**src/sbsm_pkg.sv**
```systemverilog
`default_nettype none

package sbsm_pkg;

	// Bus command codes.
	localparam logic [1:0] CMD_READ  = 2'd0;
	localparam logic [1:0] CMD_WRITE = 2'd1;
	localparam logic [1:0] CMD_TICK  = 2'd2;

	// Target memory codes.
	localparam logic [1:0] TGT_NONE = 2'd0;
	localparam logic [1:0] TGT_PRG  = 2'd1;
	localparam logic [1:0] TGT_CHR  = 2'd2;
	localparam logic [1:0] TGT_RAM  = 2'd3;

	// Configuration register indexes.
	localparam logic [1:0] CFG_INIT_MIRRORING = 2'd0;
	localparam logic [1:0] CFG_PRG_COUNT_LOG2 = 2'd1;
	localparam logic [1:0] CFG_CHR_COUNT_LOG2 = 2'd2;

	// Internal register select, taken from address bits 14..13 of a serial write.
	localparam logic [1:0] SEL_CONTROL  = 2'd0;
	localparam logic [1:0] SEL_CHR_LOW  = 2'd1;
	localparam logic [1:0] SEL_CHR_HIGH = 2'd2;
	localparam logic [1:0] SEL_PRG      = 2'd3;

	// Field widths.
	localparam int CMD_W    = 2;
	localparam int ADDR_W   = 16;
	localparam int DATA_W   = 8;
	localparam int TGT_W    = 2;
	localparam int MIR_W    = 2;
	localparam int LOG2_W   = 3;
	localparam int CFG_IDX_W = 2;
	localparam int CFG_DATA_W = 3;
	localparam int REG_W    = 5;
	localparam int HOLD_W   = 3;
	localparam int BANK_W   = 7;   // widest bank number after the count mask
	localparam int WIDE_W   = 21;  // bank number shifted by 14, before truncation

	// Reset values.
	localparam logic [REG_W-1:0]  SHIFT_EMPTY      = 5'h10;
	localparam logic [REG_W-1:0]  PRG_MODE3_BITS   = 5'h0C;
	localparam logic [MIR_W-1:0]  INIT_MIRRORING_RESET = 2'd0;
	localparam logic [LOG2_W-1:0] PRG_COUNT_LOG2_RESET = 3'd3;
	localparam logic [LOG2_W-1:0] CHR_COUNT_LOG2_RESET = 3'd1;

	// Parameter defaults.
	localparam int HOLDOFF_TICKS_DEFAULT = 6;
	localparam int OFFSET_BITS_DEFAULT   = 18;

	// PRG modes in control bits 3..2.
	localparam logic [1:0] PRG_MODE_FIX_FIRST = 2'd2;
	localparam logic [1:0] PRG_MODE_FIX_LAST  = 2'd3;

	// Mask for a bank count of 2**log2 banks.
	function automatic logic [BANK_W-1:0] bank_mask(input logic [LOG2_W-1:0] log2);
		bank_mask = ~({BANK_W{1'b1}} << log2);
	endfunction

endpackage

`default_nettype wire

```
**src/serial_bank_switch_mapper.sv**
```systemverilog
`default_nettype none

// Serial bank-switching mapper. Each item is one bus read, one bus write or one
// clock tick, and each item gives exactly one result: the target memory, the byte
// offset in it, whether the access writes it, the current mirroring mode and
// whether a write completed a five-bit serial register load. The whole
// translation and state update is done in the cycle an item is accepted and the
// result sits in an output register, so the block takes one item per clock and
// delivers each result in the cycle after acceptance; in_stall rises only while
// that register holds a result the downstream side is stalling. Configuration
// registers must be written through cfg_we/cfg_index/cfg_data only while no
// item is in flight, not enforced by the block; initial_mirroring is accepted
// but, as the mirroring is loaded only at reset, it has no visible effect.
module serial_bank_switch_mapper
	import sbsm_pkg::*;
#(
	parameter int HOLDOFF_TICKS = HOLDOFF_TICKS_DEFAULT,
	parameter int OFFSET_BITS   = OFFSET_BITS_DEFAULT
) (
	input  wire                    clk,
	input  wire                    arst_n,
	// Configuration port.
	input  wire                    cfg_we,
	input  wire [CFG_IDX_W-1:0]    cfg_index,
	input  wire [CFG_DATA_W-1:0]   cfg_data,
	// Input channel.
	input  wire                    in_valid,
	output logic                   in_stall,
	input  wire [CMD_W-1:0]        command,
	input  wire [ADDR_W-1:0]       address,
	input  wire [DATA_W-1:0]       write_data,
	// Output channel.
	output logic                   out_valid,
	input  wire                    out_stall,
	output logic [TGT_W-1:0]       target,
	output logic [OFFSET_BITS-1:0] mapped_offset,
	output logic                   memory_write,
	output logic [MIR_W-1:0]       mirroring_mode,
	output logic                   register_loaded
);

	localparam logic [HOLD_W-1:0] HOLD_LOAD = HOLD_W'(HOLDOFF_TICKS);

	logic [LOG2_W-1:0] prg_log2_q, chr_log2_q;
	logic [REG_W-1:0]  shift_q, control_q, chr_low_q, chr_high_q, prg_word_q;
	logic [HOLD_W-1:0] holdoff_q;

	logic [REG_W-1:0]  shift_d, control_d, chr_low_d, chr_high_d, prg_word_d;
	logic [HOLD_W-1:0] holdoff_d;

	logic              in_fire, out_fire;
	logic              out_valid_q;
	logic [TGT_W-1:0]  target_q, target_d;
	logic [OFFSET_BITS-1:0] offset_q;
	logic [WIDE_W-1:0] offset_d;
	logic              mwrite_q, mwrite_d;
	logic [MIR_W-1:0]  mirror_q;
	logic              loaded_q, loaded_d;

	logic              is_read, is_write;
	logic [BANK_W-1:0] prg_last, chr_last, prg_sel, chr_sel;
	logic [1:0]        prg_mode;

	// Handshake: the output register frees up when its result is taken.
	assign out_fire = out_valid_q && !out_stall;
	assign in_stall = out_valid_q && out_stall;
	assign in_fire  = in_valid && !in_stall;

	// Configuration registers.
	always_ff @(posedge clk or negedge arst_n) begin
		if (!arst_n) begin
			prg_log2_q <= PRG_COUNT_LOG2_RESET;
			chr_log2_q <= CHR_COUNT_LOG2_RESET;
		end else if (cfg_we) begin
			case (cfg_index)
				CFG_PRG_COUNT_LOG2: prg_log2_q <= cfg_data;
				CFG_CHR_COUNT_LOG2: chr_log2_q <= cfg_data;
				// The initial mirroring is only used at reset.
				CFG_INIT_MIRRORING: ;
				default: ;
			endcase
		end
	end

	assign is_read  = (command == CMD_READ);
	assign is_write = (command == CMD_WRITE);
	assign prg_mode = control_q[3:2];
	assign prg_last = bank_mask(prg_log2_q);
	assign chr_last = bank_mask(chr_log2_q);

	// PRG bank select for the window that the address falls in.
	always_comb begin
		logic [BANK_W-1:0] bank;
		bank = BANK_W'(prg_word_q[3:0]);
		if (prg_mode != PRG_MODE_FIX_FIRST && prg_mode != PRG_MODE_FIX_LAST) begin
			prg_sel = address[14] ? (bank | BANK_W'(1)) : (bank & ~BANK_W'(1));
		end else if (prg_mode == PRG_MODE_FIX_FIRST) begin
			prg_sel = address[14] ? bank : '0;
		end else begin
			prg_sel = address[14] ? prg_last : bank;
		end
		prg_sel = prg_sel & prg_last;
	end

	// CHR bank select: one 8K bank or two 4K banks.
	always_comb begin
		logic [BANK_W-1:0] low, high;
		low  = BANK_W'(chr_low_q);
		high = BANK_W'(chr_high_q);
		if (!control_q[4]) begin
			chr_sel = address[12] ? (low | BANK_W'(1)) : (low & ~BANK_W'(1));
		end else begin
			chr_sel = address[12] ? high : low;
		end
		chr_sel = chr_sel & chr_last;
	end

	// Address decode and serial register update for one item.
	always_comb begin
		shift_d    = shift_q;
		control_d  = control_q;
		chr_low_d  = chr_low_q;
		chr_high_d = chr_high_q;
		prg_word_d = prg_word_q;
		holdoff_d  = holdoff_q;
		target_d   = TGT_NONE;
		offset_d   = '0;
		mwrite_d   = 1'b0;
		loaded_d   = 1'b0;

		if (command == CMD_TICK) begin
			if (holdoff_q != '0) begin
				holdoff_d = holdoff_q - HOLD_W'(1);
			end
		end else if (is_read || is_write) begin
			if (address[15:13] == 3'b000) begin
				// Character memory window.
				target_d = TGT_CHR;
				offset_d = (WIDE_W'(chr_sel) << 12) | WIDE_W'(address[11:0]);
				mwrite_d = is_write;
			end else if (address[15:13] == 3'b011) begin
				// Program RAM, unless disabled by the PRG register.
				if (!prg_word_q[4]) begin
					target_d = TGT_RAM;
					offset_d = WIDE_W'(address[12:0]);
					mwrite_d = is_write;
				end
			end else if (address[15]) begin
				if (is_read) begin
					target_d = TGT_PRG;
					offset_d = (WIDE_W'(prg_sel) << 14) | WIDE_W'(address[13:0]);
				end else if (holdoff_q == '0) begin
					// Serial port write, LSB first.
					holdoff_d = HOLD_LOAD;
					if (write_data[7]) begin
						shift_d   = SHIFT_EMPTY;
						control_d = control_q | PRG_MODE3_BITS;
					end else begin
						shift_d = {write_data[0], shift_q[REG_W-1:1]};
						if (shift_q[0]) begin
							loaded_d = 1'b1;
							case (address[14:13])
								SEL_CONTROL:  control_d  = shift_d;
								SEL_CHR_LOW:  chr_low_d  = shift_d;
								SEL_CHR_HIGH: chr_high_d = shift_d;
								SEL_PRG:      prg_word_d = shift_d;
								default: ;
							endcase
							shift_d = SHIFT_EMPTY;
						end
					end
				end
			end
		end
	end

	// Mapper state.
	always_ff @(posedge clk or negedge arst_n) begin
		if (!arst_n) begin
			shift_q    <= SHIFT_EMPTY;
			control_q  <= PRG_MODE3_BITS | REG_W'(INIT_MIRRORING_RESET);
			chr_low_q  <= '0;
			chr_high_q <= '0;
			prg_word_q <= '0;
			holdoff_q  <= '0;
		end else if (in_fire) begin
			shift_q    <= shift_d;
			control_q  <= control_d;
			chr_low_q  <= chr_low_d;
			chr_high_q <= chr_high_d;
			prg_word_q <= prg_word_d;
			holdoff_q  <= holdoff_d;
		end
	end

	// Output valid flag.
	always_ff @(posedge clk or negedge arst_n) begin
		if (!arst_n) begin
			out_valid_q <= 1'b0;
		end else if (in_fire) begin
			out_valid_q <= 1'b1;
		end else if (out_fire) begin
			out_valid_q <= 1'b0;
		end
	end

	// Output payload register.
	always_ff @(posedge clk) begin
		if (in_fire) begin
			target_q <= target_d;
			offset_q <= offset_d[OFFSET_BITS-1:0];
			mwrite_q <= mwrite_d;
			mirror_q <= control_d[MIR_W-1:0];
			loaded_q <= loaded_d;
		end
	end

	assign out_valid       = out_valid_q;
	assign target          = target_q;
	assign mapped_offset   = offset_q;
	assign memory_write    = mwrite_q;
	assign mirroring_mode  = mirror_q;
	assign register_loaded = loaded_q;

`ifndef SYNTH
	// A completed serial load never maps to a memory.
	a_loaded_no_target: assert property (@(posedge clk) disable iff (!arst_n)
		out_valid && register_loaded |-> target == TGT_NONE)
		else $error("register load reported with a target");

	// Only character memory and program RAM take writes.
	a_write_target: assert property (@(posedge clk) disable iff (!arst_n)
		out_valid && memory_write |-> (target == TGT_CHR || target == TGT_RAM))
		else $error("memory write to a read-only or absent target");

	// No target means a zero offset.
	a_none_zero_offset: assert property (@(posedge clk) disable iff (!arst_n)
		out_valid && target == TGT_NONE |-> mapped_offset == '0)
		else $error("nonzero offset without a target");

	// An accepted tick counts the hold-off down by one.
	a_tick_countdown: assert property (@(posedge clk) disable iff (!arst_n)
		in_fire && command == CMD_TICK && holdoff_q != '0
		|=> holdoff_q == $past(holdoff_q) - HOLD_W'(1))
		else $error("hold-off did not count down on a tick");

	// A loaded register restarts the shift register at the sentinel.
	a_loaded_shift_empty: assert property (@(posedge clk) disable iff (!arst_n)
		in_fire && loaded_d |=> shift_q == SHIFT_EMPTY)
		else $error("shift register not emptied after a load");
`endif

endmodule

`default_nettype wire
```
**config.mk**
```make
export PLATFORM = sky130hd
export DESIGN_NAME = serial_bank_switch_mapper
export DESIGN_NICKNAME = d
export VERILOG_FILES = /design/src/sbsm_pkg.sv /design/src/serial_bank_switch_mapper.sv
export SDC_FILE = /design/constraint.sdc
export NUM_CORES = 1
export LEC_CHECK = 0
export BUFFER_PORTS_ARGS = -buffer_cell sky130_fd_sc_hd__buf_4
export CORE_MARGIN = 2
export CORE_UTILIZATION = 53
export DETAILED_ROUTE_END_ITERATION = 12
export GPL_TIMING_DRIVEN = 1
export PLACE_DENSITY = 0.89
export REMOVE_ABC_BUFFERS = 1
export SLEW_MARGIN = 20
export SYNTH_ARGS = -nofsm -noshare
export SYNTH_HDL_FRONTEND = slang
export SYNTH_SLANG_ARGS = --single-unit
```
**constraint.sdc**
```tcl
create_clock -name clk -period 2.5 [get_ports clk]
set_clock_uncertainty 0.05 [all_clocks]
set_input_delay 0.75 -clock clk [delete_from_list [all_inputs] [get_ports clk]]
set_output_delay 0.75 -clock clk [all_outputs]
set_load 0.02 [all_outputs]
```
==> results of run 1 <==
## layout by cell type (no fill, tap or decap), drive strengths merged, types with 2 or more instances in the layout
master | Yosys | routed
nor2b | 2 | 2
a21o | 2 | 2
a22oi | 2 | 2
nor2 | 12 | 12
o211ai | 2 | 2
nand2 | 13 | 13
nand2b | 4 | 4
dfrtp | 29 | 29
nand3b | 4 | 4
nor3 | 5 | 5
a31oi | 2 | 2
clkbuf | 2 | 15
a21oi | 13 | 13
nand4 | 3 | 3
and2 | 15 | 15
o32a | 2 | 2
mux2 | 28 | 28
o21ai | 10 | 10
edfxtp | 24 | 24
or4 | 4 | 4
a21boi | 2 | 2
ha | 6 | 6
nand3 | 6 | 6
inv | 5 | 5
dfstp | 6 | 6
buf | 3 | 66
## flip-flops by register name, summed over array words and instances (netlist names)
register,count
chr_log2_q,3
holdoff_q,3
target,2
memory_write,1
mirroring_mode,2
chr_low_q,5
mapped_offset,18
out_valid,1
shift_q,5
prg_log2_q,3
control_q,5
chr_high_q,5
register_loaded,1
prg_word_q,5
## metrics by stage
stage	util [%]	std cells	setup TNS, ns	power (mW)	setup WS (ns)
2_1_floorplan	-	215	-2.645	1.279	-0.1627
6_report	69.06	367	0	2.212	0.3790
5_1_grt	69.06	367	0	2.312	0.2617
3_3_place_gp	65.24	351	0	1.403	0.07145
4_1_cts	69.06	367	0	2.229	0.3916
3_5_place_dp	65.24	351	0	1.418	0.04202
## power breakdown
group	switching, mW	leakage (nW)	internal (mW)	total, mW
sequential	0.0405	0.688	1.08	1.12
clock	0.336	0.0989	0.474	0.810
combinational	0.153	0.770	0.131	0.284
total	0.530	1.56	1.68	2.21
## final cells by class
type,count,area [µm²]
Inverter,5,18.77
Tap cell,70,87.58
Fill cell,377,1560
Clock inverter,1,5.005
Clock buffer,15,187.7
Sequential cell,59,1604
Timing Repair Buffer,66,495.5
Multi-Input combinational cell,151,1084
## logic make-up after synthesis
| group | count (synthesis) |
|---|---|
| AND/OR/NAND/NOR | 76 |
| flip-flops | 59 |
| AO/OA/AOI/OAI | 40 |
| multiplexers | 29 |
| buffers and inverters | 10 |
| adder cells (fa/ha/maj) | 6 |
## cell usage after synthesis (3+ instances only)
library cell	number	area [µm²]
a21oi_1	13	65.06
and2_1	15	93.84
dfrtp_1	29	725.7
dfstp_2	6	157.7
edfxtp_1	24	720.7
ha_1	6	75.07
inv_1	5	18.77
mux2_2	28	315.3
nand2_1	13	48.80
nand2b_1	4	25.02
nand3_1	6	30.03
nand3b_1	4	30.03
nand4_1	3	18.77
nor2_1	12	45.04
nor3_1	5	25.02
o21ai_0	10	50.05
or4_1	4	30.03
## metal layers
metal  track usage (%)  wire, µm  share of wire, %  up-vias
met4             11.11       106               1.9        0
met2             33.52      2781                51       50
met1             26.43      2319                42      949
met3             5.423       278               5.1       13
li1                  -         -                 -      957
met5                 0         0                 0        -
## worst min-delay path by stage
stage | start | endpoint
global route | arst_n | holdoff_q[2]
detailed placement | control_q[0] | control_q[0]
floorplan | arst_n | chr_high_q[0]
finish | arst_n | holdoff_q[2]
CTS | arst_n | holdoff_q[1]
global placement | control_q[1] | control_q[1]
## worst max-delay path, cell delays in order
cell and delay [ns]:
buf_4 0.09, inv_1 0.06, ha_1 0.22, and4bb_2 0.33
and4_1 0.24, nand3b_1 0.24, mux2_2 0.34
==> results.ini, run 1 <==
[run_status]
outcome=finished clean

[synthesis]
synth_area_per_cell_um2=12.42
synth.area.mux_share_pct=11.91
synth_compound_area_share_pct=9.253
synth_edf_count=24
synth_xor_area_share_pct=0
synth_top_family_by_area=simple AND/OR/NAND/NOR gates
synth-simple-area-share_pct=15.76
synth-async-reset-ratio_pct=59.32
ys_ff_latch=59
synth.distinct_cells=42
synth_adder_area_share_pct=2.749
mappedNetlistArea_um2=2731
synthCells=220
seq_area_frac_synth_pct=58.73
synthFlopType=dfrtp_1
ys_warn_count=0

[sta]
hold_slack_ns=0.3164
final.period_utilization_pct=84.84
max_freq_ghz=0.4715
hold_viol=0
drv_slew=0
period_needed_ns=2.121
setup_viol=0
maxSlewHeadroom_pct=70.35
tightest_slew_ns=0.4447
grt_setup_unrepaired=false

[route]
drt_iter0_drc=96
vias=1969
drtAntennaViolNets=0
routed_via_density=5.365
routed_wl_mm=5.485
wire_per_inst_um=14.95
dr.pass1.iters=4
drc=0

[critical_path]
path_class=primary input to flip-flop
cp-endpoint=chr_high_q[3]
reg2reg_slack_ns=0.49
startpoint_type=primary input
crit_fanout=5
r2r-start=holdoff_q[0]
worstRegToRegCells=6
arrival_ns=2.28
required_ns=2.66
crit_start=command[0]
r2r-end=chr_high_q[3]
crit_path_end_kind=flip-flop

[layout]
area_growth_pct=27.49
nets=334
drive_gt1_share_pct=39.39
fin_area_um2=3482
antennaDiodeCount=0

[clock_network]
cts_buffer_depth=2
clock-root-buffer=clkbuf_8
cts_tree=yes
cts_buffers=9
clock_latency_ns=0.33
cts_resized=0
clock_sinks=59
cts_hold_buf=0
cts_setup_buffers=0
cts.reportedPaths.clkPinSlew_ns=0.06
cts.htree.levels=3

[global_routing]
grt_usage_pct=21.06
grt_antenna_before_repair=0
grt_overflow=0
grt_max_degree=36
first_global_vias=1957
grt_pass1_wl_mm=8.852

[floorplan]
die_x_um=75.79
num_io_pins=62
die_h_um=75.79
dieArea_um2=5744
core_area_um2=5042
row_count=26
initial_core_util_pct=54.17

[power]
p_per_area_nw_per_um2=635.2
leakage_nw=1.556
peakVddDrop_mv=0.4128

[place]
hpwl_mm=3.961
place.port_buffers=55
routabilityCongestion=0.8271
placed_cell_area_um2=3289

[flow_run]
drv_cap=0

[min_path]
hold_path_class=primary input to asynchronous set/reset pin

Note: power is estimated with default switching activity, not from simulation.
==> run 2: changes to the inputs <==
--- a/config.mk
+++ b/config.mk
@@ -7,10 +7,10 @@
 export LEC_CHECK = 0
 export BUFFER_PORTS_ARGS = -buffer_cell sky130_fd_sc_hd__buf_4
 export CORE_MARGIN = 2
-export CORE_UTILIZATION = 53
+export CORE_UTILIZATION = 48
 export DETAILED_ROUTE_END_ITERATION = 12
 export GPL_TIMING_DRIVEN = 1
-export PLACE_DENSITY = 0.89
+export PLACE_DENSITY = 0.85
 export REMOVE_ABC_BUFFERS = 1
 export SLEW_MARGIN = 20
 export SYNTH_ARGS = -nofsm -noshare
==> constraint.sdc (replaced) <==
create_clock -name clk -period 1.9 [get_ports clk]
set_clock_uncertainty 0.05 [all_clocks]
set_input_delay 0.57 -clock clk [delete_from_list [all_inputs] [get_ports clk]]
set_output_delay 0.57 -clock clk [all_outputs]
set_load 0.02 [all_outputs]
==> run 2 against run 1 <==
Against the previous run: sequential power is 32% higher; design area increased by 6.7%; count of clock-buffer cells in the layout down 1; largest power group unchanged; largest cell class unchanged; final cell count grew 5.2%; critical path type unchanged; sequential share of layout area decreased by 2.9 points; non-clock buffer count up 17; register-to-register slack worse by 0.42 ns; flip-flop and latch count stayed put.
==> results.ini, run 2 (synthesis results as in run 1) <==
[layout]
antennaDiodeCount=0  ; unchanged
final_cells=386  ; was 367
nets=351  ; was 334
mostFrequentLayoutCells=buf_4 (83), dfrtp_1 (29), mux2_2 (26)  ; was buf_4 (66), dfrtp_1 (29), mux2_2 (28)
final_common_cell=buf_4  ; unchanged
largest_reg_flops=18  ; unchanged
area_growth_pct=36.05  ; was 27.49%
final_core_util_pct=67.48  ; was 69.06%
fin_area_um2=3716  ; was 3482 µm²
drive_gt1_share_pct=47.77  ; was 39.39%

[clock_network]
cts_buffers=9  ; unchanged
cts_tree=yes  ; unchanged
cts_hold_buf=0  ; unchanged
cts_buffer_depth=2  ; unchanged
cts.reportedPaths.clkPinSlew_ns=0.06  ; about the same
clock-root-buffer=clkbuf_8  ; unchanged
cts.htree.levels=3  ; unchanged
clock_latency_ns=0.34  ; was 0.33 ns
clock_sinks=59  ; unchanged

[floorplan]
row_count=27  ; was 26
initial_core_util_pct=49.60  ; was 54.17%
num_io_pins=62  ; unchanged
dieArea_um2=6310  ; was 5744 µm²
core_area_um2=5507  ; was 5042 µm²
die_h_um=79.44  ; was 75.79 µm
die_x_um=79.44  ; was 75.79 µm

[critical_path]
crit_fanout=4  ; was 5
arrival_ns=1.97  ; was 2.28 ns
r2r-start=holdoff_q[1]  ; was holdoff_q[0]
startpoint_type=primary input  ; unchanged
path_delay_family=simple AND/OR/NAND/NOR gates  ; unchanged
path_cells=buf_4, inv_2, ha_2, o21bai_2, nand2b_4, or4_1, o21ai_0  ; was buf_4, inv_1, ha_1, and4bb_2, and4_1, nand3b_1, mux2_2
slowest_stage=or4_1  ; was mux2_2
path_class=primary input to flip-flop  ; unchanged
required_ns=2.01  ; was 2.66 ns
crit_start=command[0]  ; unchanged
slowest_delay_ns=0.52  ; was 0.34 ns
crit_buf_inv=2  ; unchanged
crit_path_end_kind=flip-flop  ; unchanged

[global_routing]
grt_antenna_before_repair=0  ; unchanged
grt_max_degree=36  ; unchanged
first_global_vias=2088  ; was 1957
grt_pass1_wl_mm=9.763  ; was 8.852 mm
grt_usage_pct=20.62  ; was 21.06%
grt_overflow=0  ; unchanged

[run_status]
outcome=finished clean  ; unchanged

[route]
drc=0  ; unchanged
vias=2134  ; was 1969
highest_layer=met4  ; unchanged
drt_iter0_drc=183  ; was 96
drtAntennaViolNets=0  ; unchanged
wire_per_inst_um=16.44  ; was 14.95 µm
routed_via_density=5.528  ; was 5.365
met3_length_um=452  ; was 278 µm
routed_wl_mm=6.345  ; was 5.485 mm
dr.pass1.iters=4  ; unchanged
met1_length_mm=2.439  ; was 2.319 mm
wl_met2_mm=3.296  ; was 2.781 mm

[sta]
tightest_slew_ns=0.5805  ; was 0.4447 ns
drv_slew=0  ; unchanged
final.period_utilization_pct=97.89
tns_ns=0  ; unchanged
grt_setup_unrepaired=false  ; unchanged
hold_slack_ns=0.1189  ; was 0.3164 ns
maxSlewHeadroom_pct=61.23  ; was 70.35%
max_freq_ghz=0.5376
period_needed_ns=1.860
setup_viol=0  ; unchanged
hold_viol=0  ; unchanged

[power]
peakVddDrop_mv=0.4416  ; was 0.4128 mV
p_per_area_nw_per_um2=841.4  ; was 635.2 nW/µm²
leakage_nw=1.661  ; was 1.556 nW

[place]
dp.cells=368  ; was 351
placed_cell_area_um2=3405  ; was 3289 µm²
place.port_buffers=55  ; unchanged
routabilityCongestion=0.8050  ; was 0.8271
hpwl_mm=4.305  ; was 3.961 mm

[flow_run]
drv_cap=0  ; unchanged

[min_path]
hold_path_class=primary input to asynchronous set/reset pin  ; unchanged

## run 2: changes by cell type in the layout (fill, tap and decap cells not counted), moves of 3 or more
cell,previous run,this run
buf_4,66,83
ha_1,6,2
inv_1,5,1
inv_2,0,4
ha_4,0,3
## run 2: area by class of cell
cell class | count | area [µm²]
fill | 376 | 1790
sequential | 59 | 1604
multi-input combinational | 151 | 1162
timing repair buffer | 83 | 623.1
clock buffer | 14 | 205.2
tap | 72 | 90.09
inverter | 5 | 18.77
clock inverter | 2 | 12.51
## run 2: per-stage QoR
| stage | total power [mW] | setup slack (ns) |
|---|---|---|
| 3_3_place_gp | 1.880 | -0.3733 |
| 6_report | 3.127 | 0.04004 |
| 3_5_place_dp | 1.901 | -0.4390 |
| 5_1_grt | 3.240 | 0.001217 |
| 2_1_floorplan | 1.683 | -0.5827 |
| 4_1_cts | 3.075 | -0.01096 |
## run 2: repair_timing
action,4_1_cts,5_1_grt
buffers inserted,0,2
endpoints found under the setup margin,27,17
gates resized for setup,8,13
pin swaps,1,1
gates cloned,0,0
## run 2: worst reg2reg max path, delay by kind of cell, from the launching register on
family	cells	cell delay [ns]
flip-flops	1	0.39
adder cells (fa/ha/maj)	1	0.14
AND/OR/NAND/NOR	3	0.70
multiplexers	1	0.34
buffers and inverters	1	0.10
## run 2: power by group
part           internal [mW]  leakage [nW]  switching [mW]  total (mW)
clock network          0.701         0.109           0.469        1.17
registers               1.42         0.688          0.0583        1.48
logic                  0.233         0.865           0.249       0.482
total                   2.35          1.66           0.776        3.13
## run 2: worst paths after layout
path	cells past startpoint	slack (ns)	endpoint
worst max-delay path	7	0.04	mapped_offset[14]
worst min-delay path	1	0.12	prg_log2_q[2]
worst max register to register	6	0.07	chr_low_q[0]
worst min register to register	1	0.45	chr_high_q[3]
max in group asynchronous	1	1.32	control_q[3]
min in group clk	2	0.38	out_valid
## run 2: routing by layer
metal | up-vias | global-route usage [%]
met2 | 95 | 35.29
met3 | 18 | 3.846
met1 | 1026 | 23.83
met4 | 0 | 12.59
li1 | 995 | -
met5 | - | 0
==> run 3: changes to the inputs <==
--- a/config.mk
+++ b/config.mk
@@ -6,12 +6,12 @@
 export NUM_CORES = 1
 export LEC_CHECK = 0
 export BUFFER_PORTS_ARGS = -buffer_cell sky130_fd_sc_hd__buf_4
+export CAP_MARGIN = 10
 export CORE_MARGIN = 2
-export CORE_UTILIZATION = 48
+export CORE_UTILIZATION = 40
 export DETAILED_ROUTE_END_ITERATION = 12
 export GPL_TIMING_DRIVEN = 1
-export PLACE_DENSITY = 0.85
-export REMOVE_ABC_BUFFERS = 1
+export PLACE_DENSITY = 0.74
 export SLEW_MARGIN = 20
 export SYNTH_ARGS = -nofsm -noshare
 export SYNTH_HDL_FRONTEND = slang
==> run 3 against run 2 <==
Against the previous run: flip-flop and latch count did not move; via count fell by 2.3%; worst setup slack improved by 0.015 ns; global-route usage fell by 4.0 points; fmax rose by 0.81%; critical endpoint is now mirroring_mode[1]; largest power group unchanged.
==> results.ini, run 3 (synthesis results as in run 1) <==
[place]
place.port_buffers=55  ; unchanged
dpl_worst_slack_ns=-0.5734  ; was -0.4390 ns
routabilityCongestion=0.8078  ; was 0.8050
placed_cell_area_um2=3483  ; was 3405 µm²
hpwl_mm=4.282  ; was 4.305 mm

[power]
p_per_area_nw_per_um2=886.4  ; was 841.4 nW/µm²
seqPwrFrac_pct=43.6  ; was 47.2%
clock_power_share_pct=40.8  ; was 37.4%
intPower_mw=2.566  ; was 2.351 mW
combPwrFrac_pct=15.7  ; was 15.4%
peakVddDrop_mv=0.3917  ; was 0.4416 mV
leakage_nw=1.707  ; was 1.661 nW
p_switching_mw=0.8033  ; was 0.7755 mW
netSwitchingFraction_pct=23.84  ; was 24.80%

[critical_path]
worstRegToRegCells=6  ; unchanged
crit_path_end_kind=flip-flop  ; unchanged
arrival_ns=1.87  ; was 1.97 ns
path_class=primary input to flip-flop  ; unchanged
reg2reg_slack_ns=0.07  ; about the same
required_ns=1.93  ; was 2.01 ns
r2r-start=holdoff_q[1]  ; unchanged
r2r-end=chr_low_q[2]  ; was chr_low_q[0]
startpoint_type=primary input  ; unchanged
crit_fanout=4  ; unchanged

[layout]
drive_gt1_share_pct=48.75  ; was 47.77%
multi_input_area_um2=1157  ; was 1162 µm²
area_growth_pct=39.17  ; was 36.05%
n_fill_cell=568  ; was 376
final_common_cell=buf_4  ; unchanged
nets=357  ; was 351
final_core_util_pct=56.89  ; was 67.48%
mostFrequentLayoutCells=buf_4 (88), dfrtp_1 (29), mux2_2 (26)  ; was buf_4 (83), dfrtp_1 (29), mux2_2 (26)
largest_reg_flops=18  ; unchanged
antennaDiodeCount=0  ; unchanged
seq_area_um2=1604  ; unchanged
fin_area_um2=3801  ; was 3716 µm²

[route]
drt_iter0_drc=98  ; was 183
wire_per_inst_um=14.93  ; was 16.44 µm
drc=0  ; unchanged
vias=2085  ; was 2134
dr.pass1.iters=4  ; unchanged
drtAntennaViolNets=0  ; unchanged
routed_wl_mm=5.973  ; was 6.345 mm
routed_via_density=5.213  ; was 5.528

[clock_network]
cts.htree.levels=3  ; unchanged
clock_sinks=59  ; unchanged
cts_tree=yes  ; unchanged
clock-root-buffer=clkbuf_8  ; unchanged
clock_latency_ns=0.33  ; was 0.34 ns
cts_buffers=9  ; unchanged
cts_buffer_depth=2  ; unchanged
cts.reportedPaths.clkPinSlew_ns=0.06  ; about the same

[floorplan]
die_h_um=86.64  ; was 79.44 µm
num_io_pins=62  ; unchanged
die_x_um=86.64  ; was 79.44 µm
core_area_um2=6681  ; was 5507 µm²
row_count=30  ; was 27
initial_core_util_pct=40.88  ; was 49.60%
dieArea_um2=7506  ; was 6310 µm²

[sta]
tns_ns=0  ; unchanged
setup_ws_ns=0.05504  ; was 0.04004 ns
maxSlewHeadroom_pct=59.07  ; was 61.23%
hold_viol=0  ; unchanged
final.period_utilization_pct=97.10  ; was 97.89%
hold_slack_ns=0.1414  ; was 0.1189 ns
setup_viol=0  ; unchanged
tightest_slew_ns=0.6129  ; was 0.5805 ns
max_freq_ghz=0.5420  ; was 0.5376 GHz
period_needed_ns=1.845  ; was 1.860 ns
grt_setup_unrepaired=true  ; was false
drv_slew=0  ; unchanged

[flow_run]
drv_cap=0  ; unchanged

[min_path]
hold_path_class=primary input to asynchronous set/reset pin  ; unchanged

[global_routing]
grt_overflow=0  ; unchanged
grt_pass1_wl_mm=9.349  ; was 9.763 mm
grt_antenna_before_repair=0  ; unchanged
first_global_vias=2034  ; was 2088
grt_max_degree=36  ; unchanged
grt_usage_pct=16.58  ; was 20.62%

[synthesis]
synth_fp_nets=262

[run_status]
outcome=finished clean  ; unchanged

## run 3: cell count changes in the layout (fill, tap and decap cells not counted), moves of 2 or more
cell	change
clkbuf_16	-2
buf_4	+5
clkbuf_8	-2
bufinv_16	+3
## run 3: layout make-up
type / instances / area share [%]
Timing Repair Buffer: 89 / 17.91
Sequential cell: 59 / 42.20
Multi-Input combinational cell: 151 / 30.45
Tap cell: 80 / 2.633
Inverter: 5 / 0.4937
Clock buffer: 9 / 3.259
Clock inverter: 7 / 3.061
## run 3: timing repair
action | CTS | global route
hold buffers | 0 | 0
buffers inserted | 0 | 5
pin swaps | 0 | 4
endpoints found under the setup margin | 24 | 17
resized for setup | 3 | 9
## run 3: through the flow
step / total power, mW / instances
2_1_floorplan: 1.699 / 220
3_3_place_gp: 1.929 / 379
3_5_place_dp: 1.942 / 379
4_1_cts: 3.313 / 395
5_1_grt: 3.505 / 400
6_report: 3.370 / 400
## run 3: power by group through the flow
stage,clock network [mW],logic (mW),registers [mW]
after global routing,1.45,0.575,1.48
after global placement,0,0.441,1.49
after CTS,1.39,0.457,1.47
final,1.37,0.528,1.47
after detailed placement,0,0.452,1.49
after floorplan,0,0.185,1.51
## run 3: per-layer routing
layer,global-route usage [%],share of wire (%),vias to the layer above
met3,3.810,5.0,12
met4,11.51,3.2,0
met2,26.57,49,71
met5,0,0,-
met1,19.70,43,998
li1,-,-,1004
## run 3: worst max path at each step
stage,from,to,slack [ns],cells after the start
detailed placement,command[1],mapped_offset[8],-0.57,6
CTS,holdoff_q[0],chr_high_q[0],0.006,6
finish,command[0],mirroring_mode[1],0.06,9
floorplan,in_valid,chr_low_q[0],-0.23,4
global placement,command[1],mapped_offset[0],-0.40,6
global route,holdoff_q[1],chr_low_q[1],-0.02,6
## run 3: worst max-delay path, cell delays in order
cell      delay [ns]
buf_4           0.11
inv_2           0.05
ha_2            0.17
buf_4           0.13
buf_4           0.15
o21bai_4        0.17
nor2_1          0.08
nand2_1         0.10
mux2_2          0.34
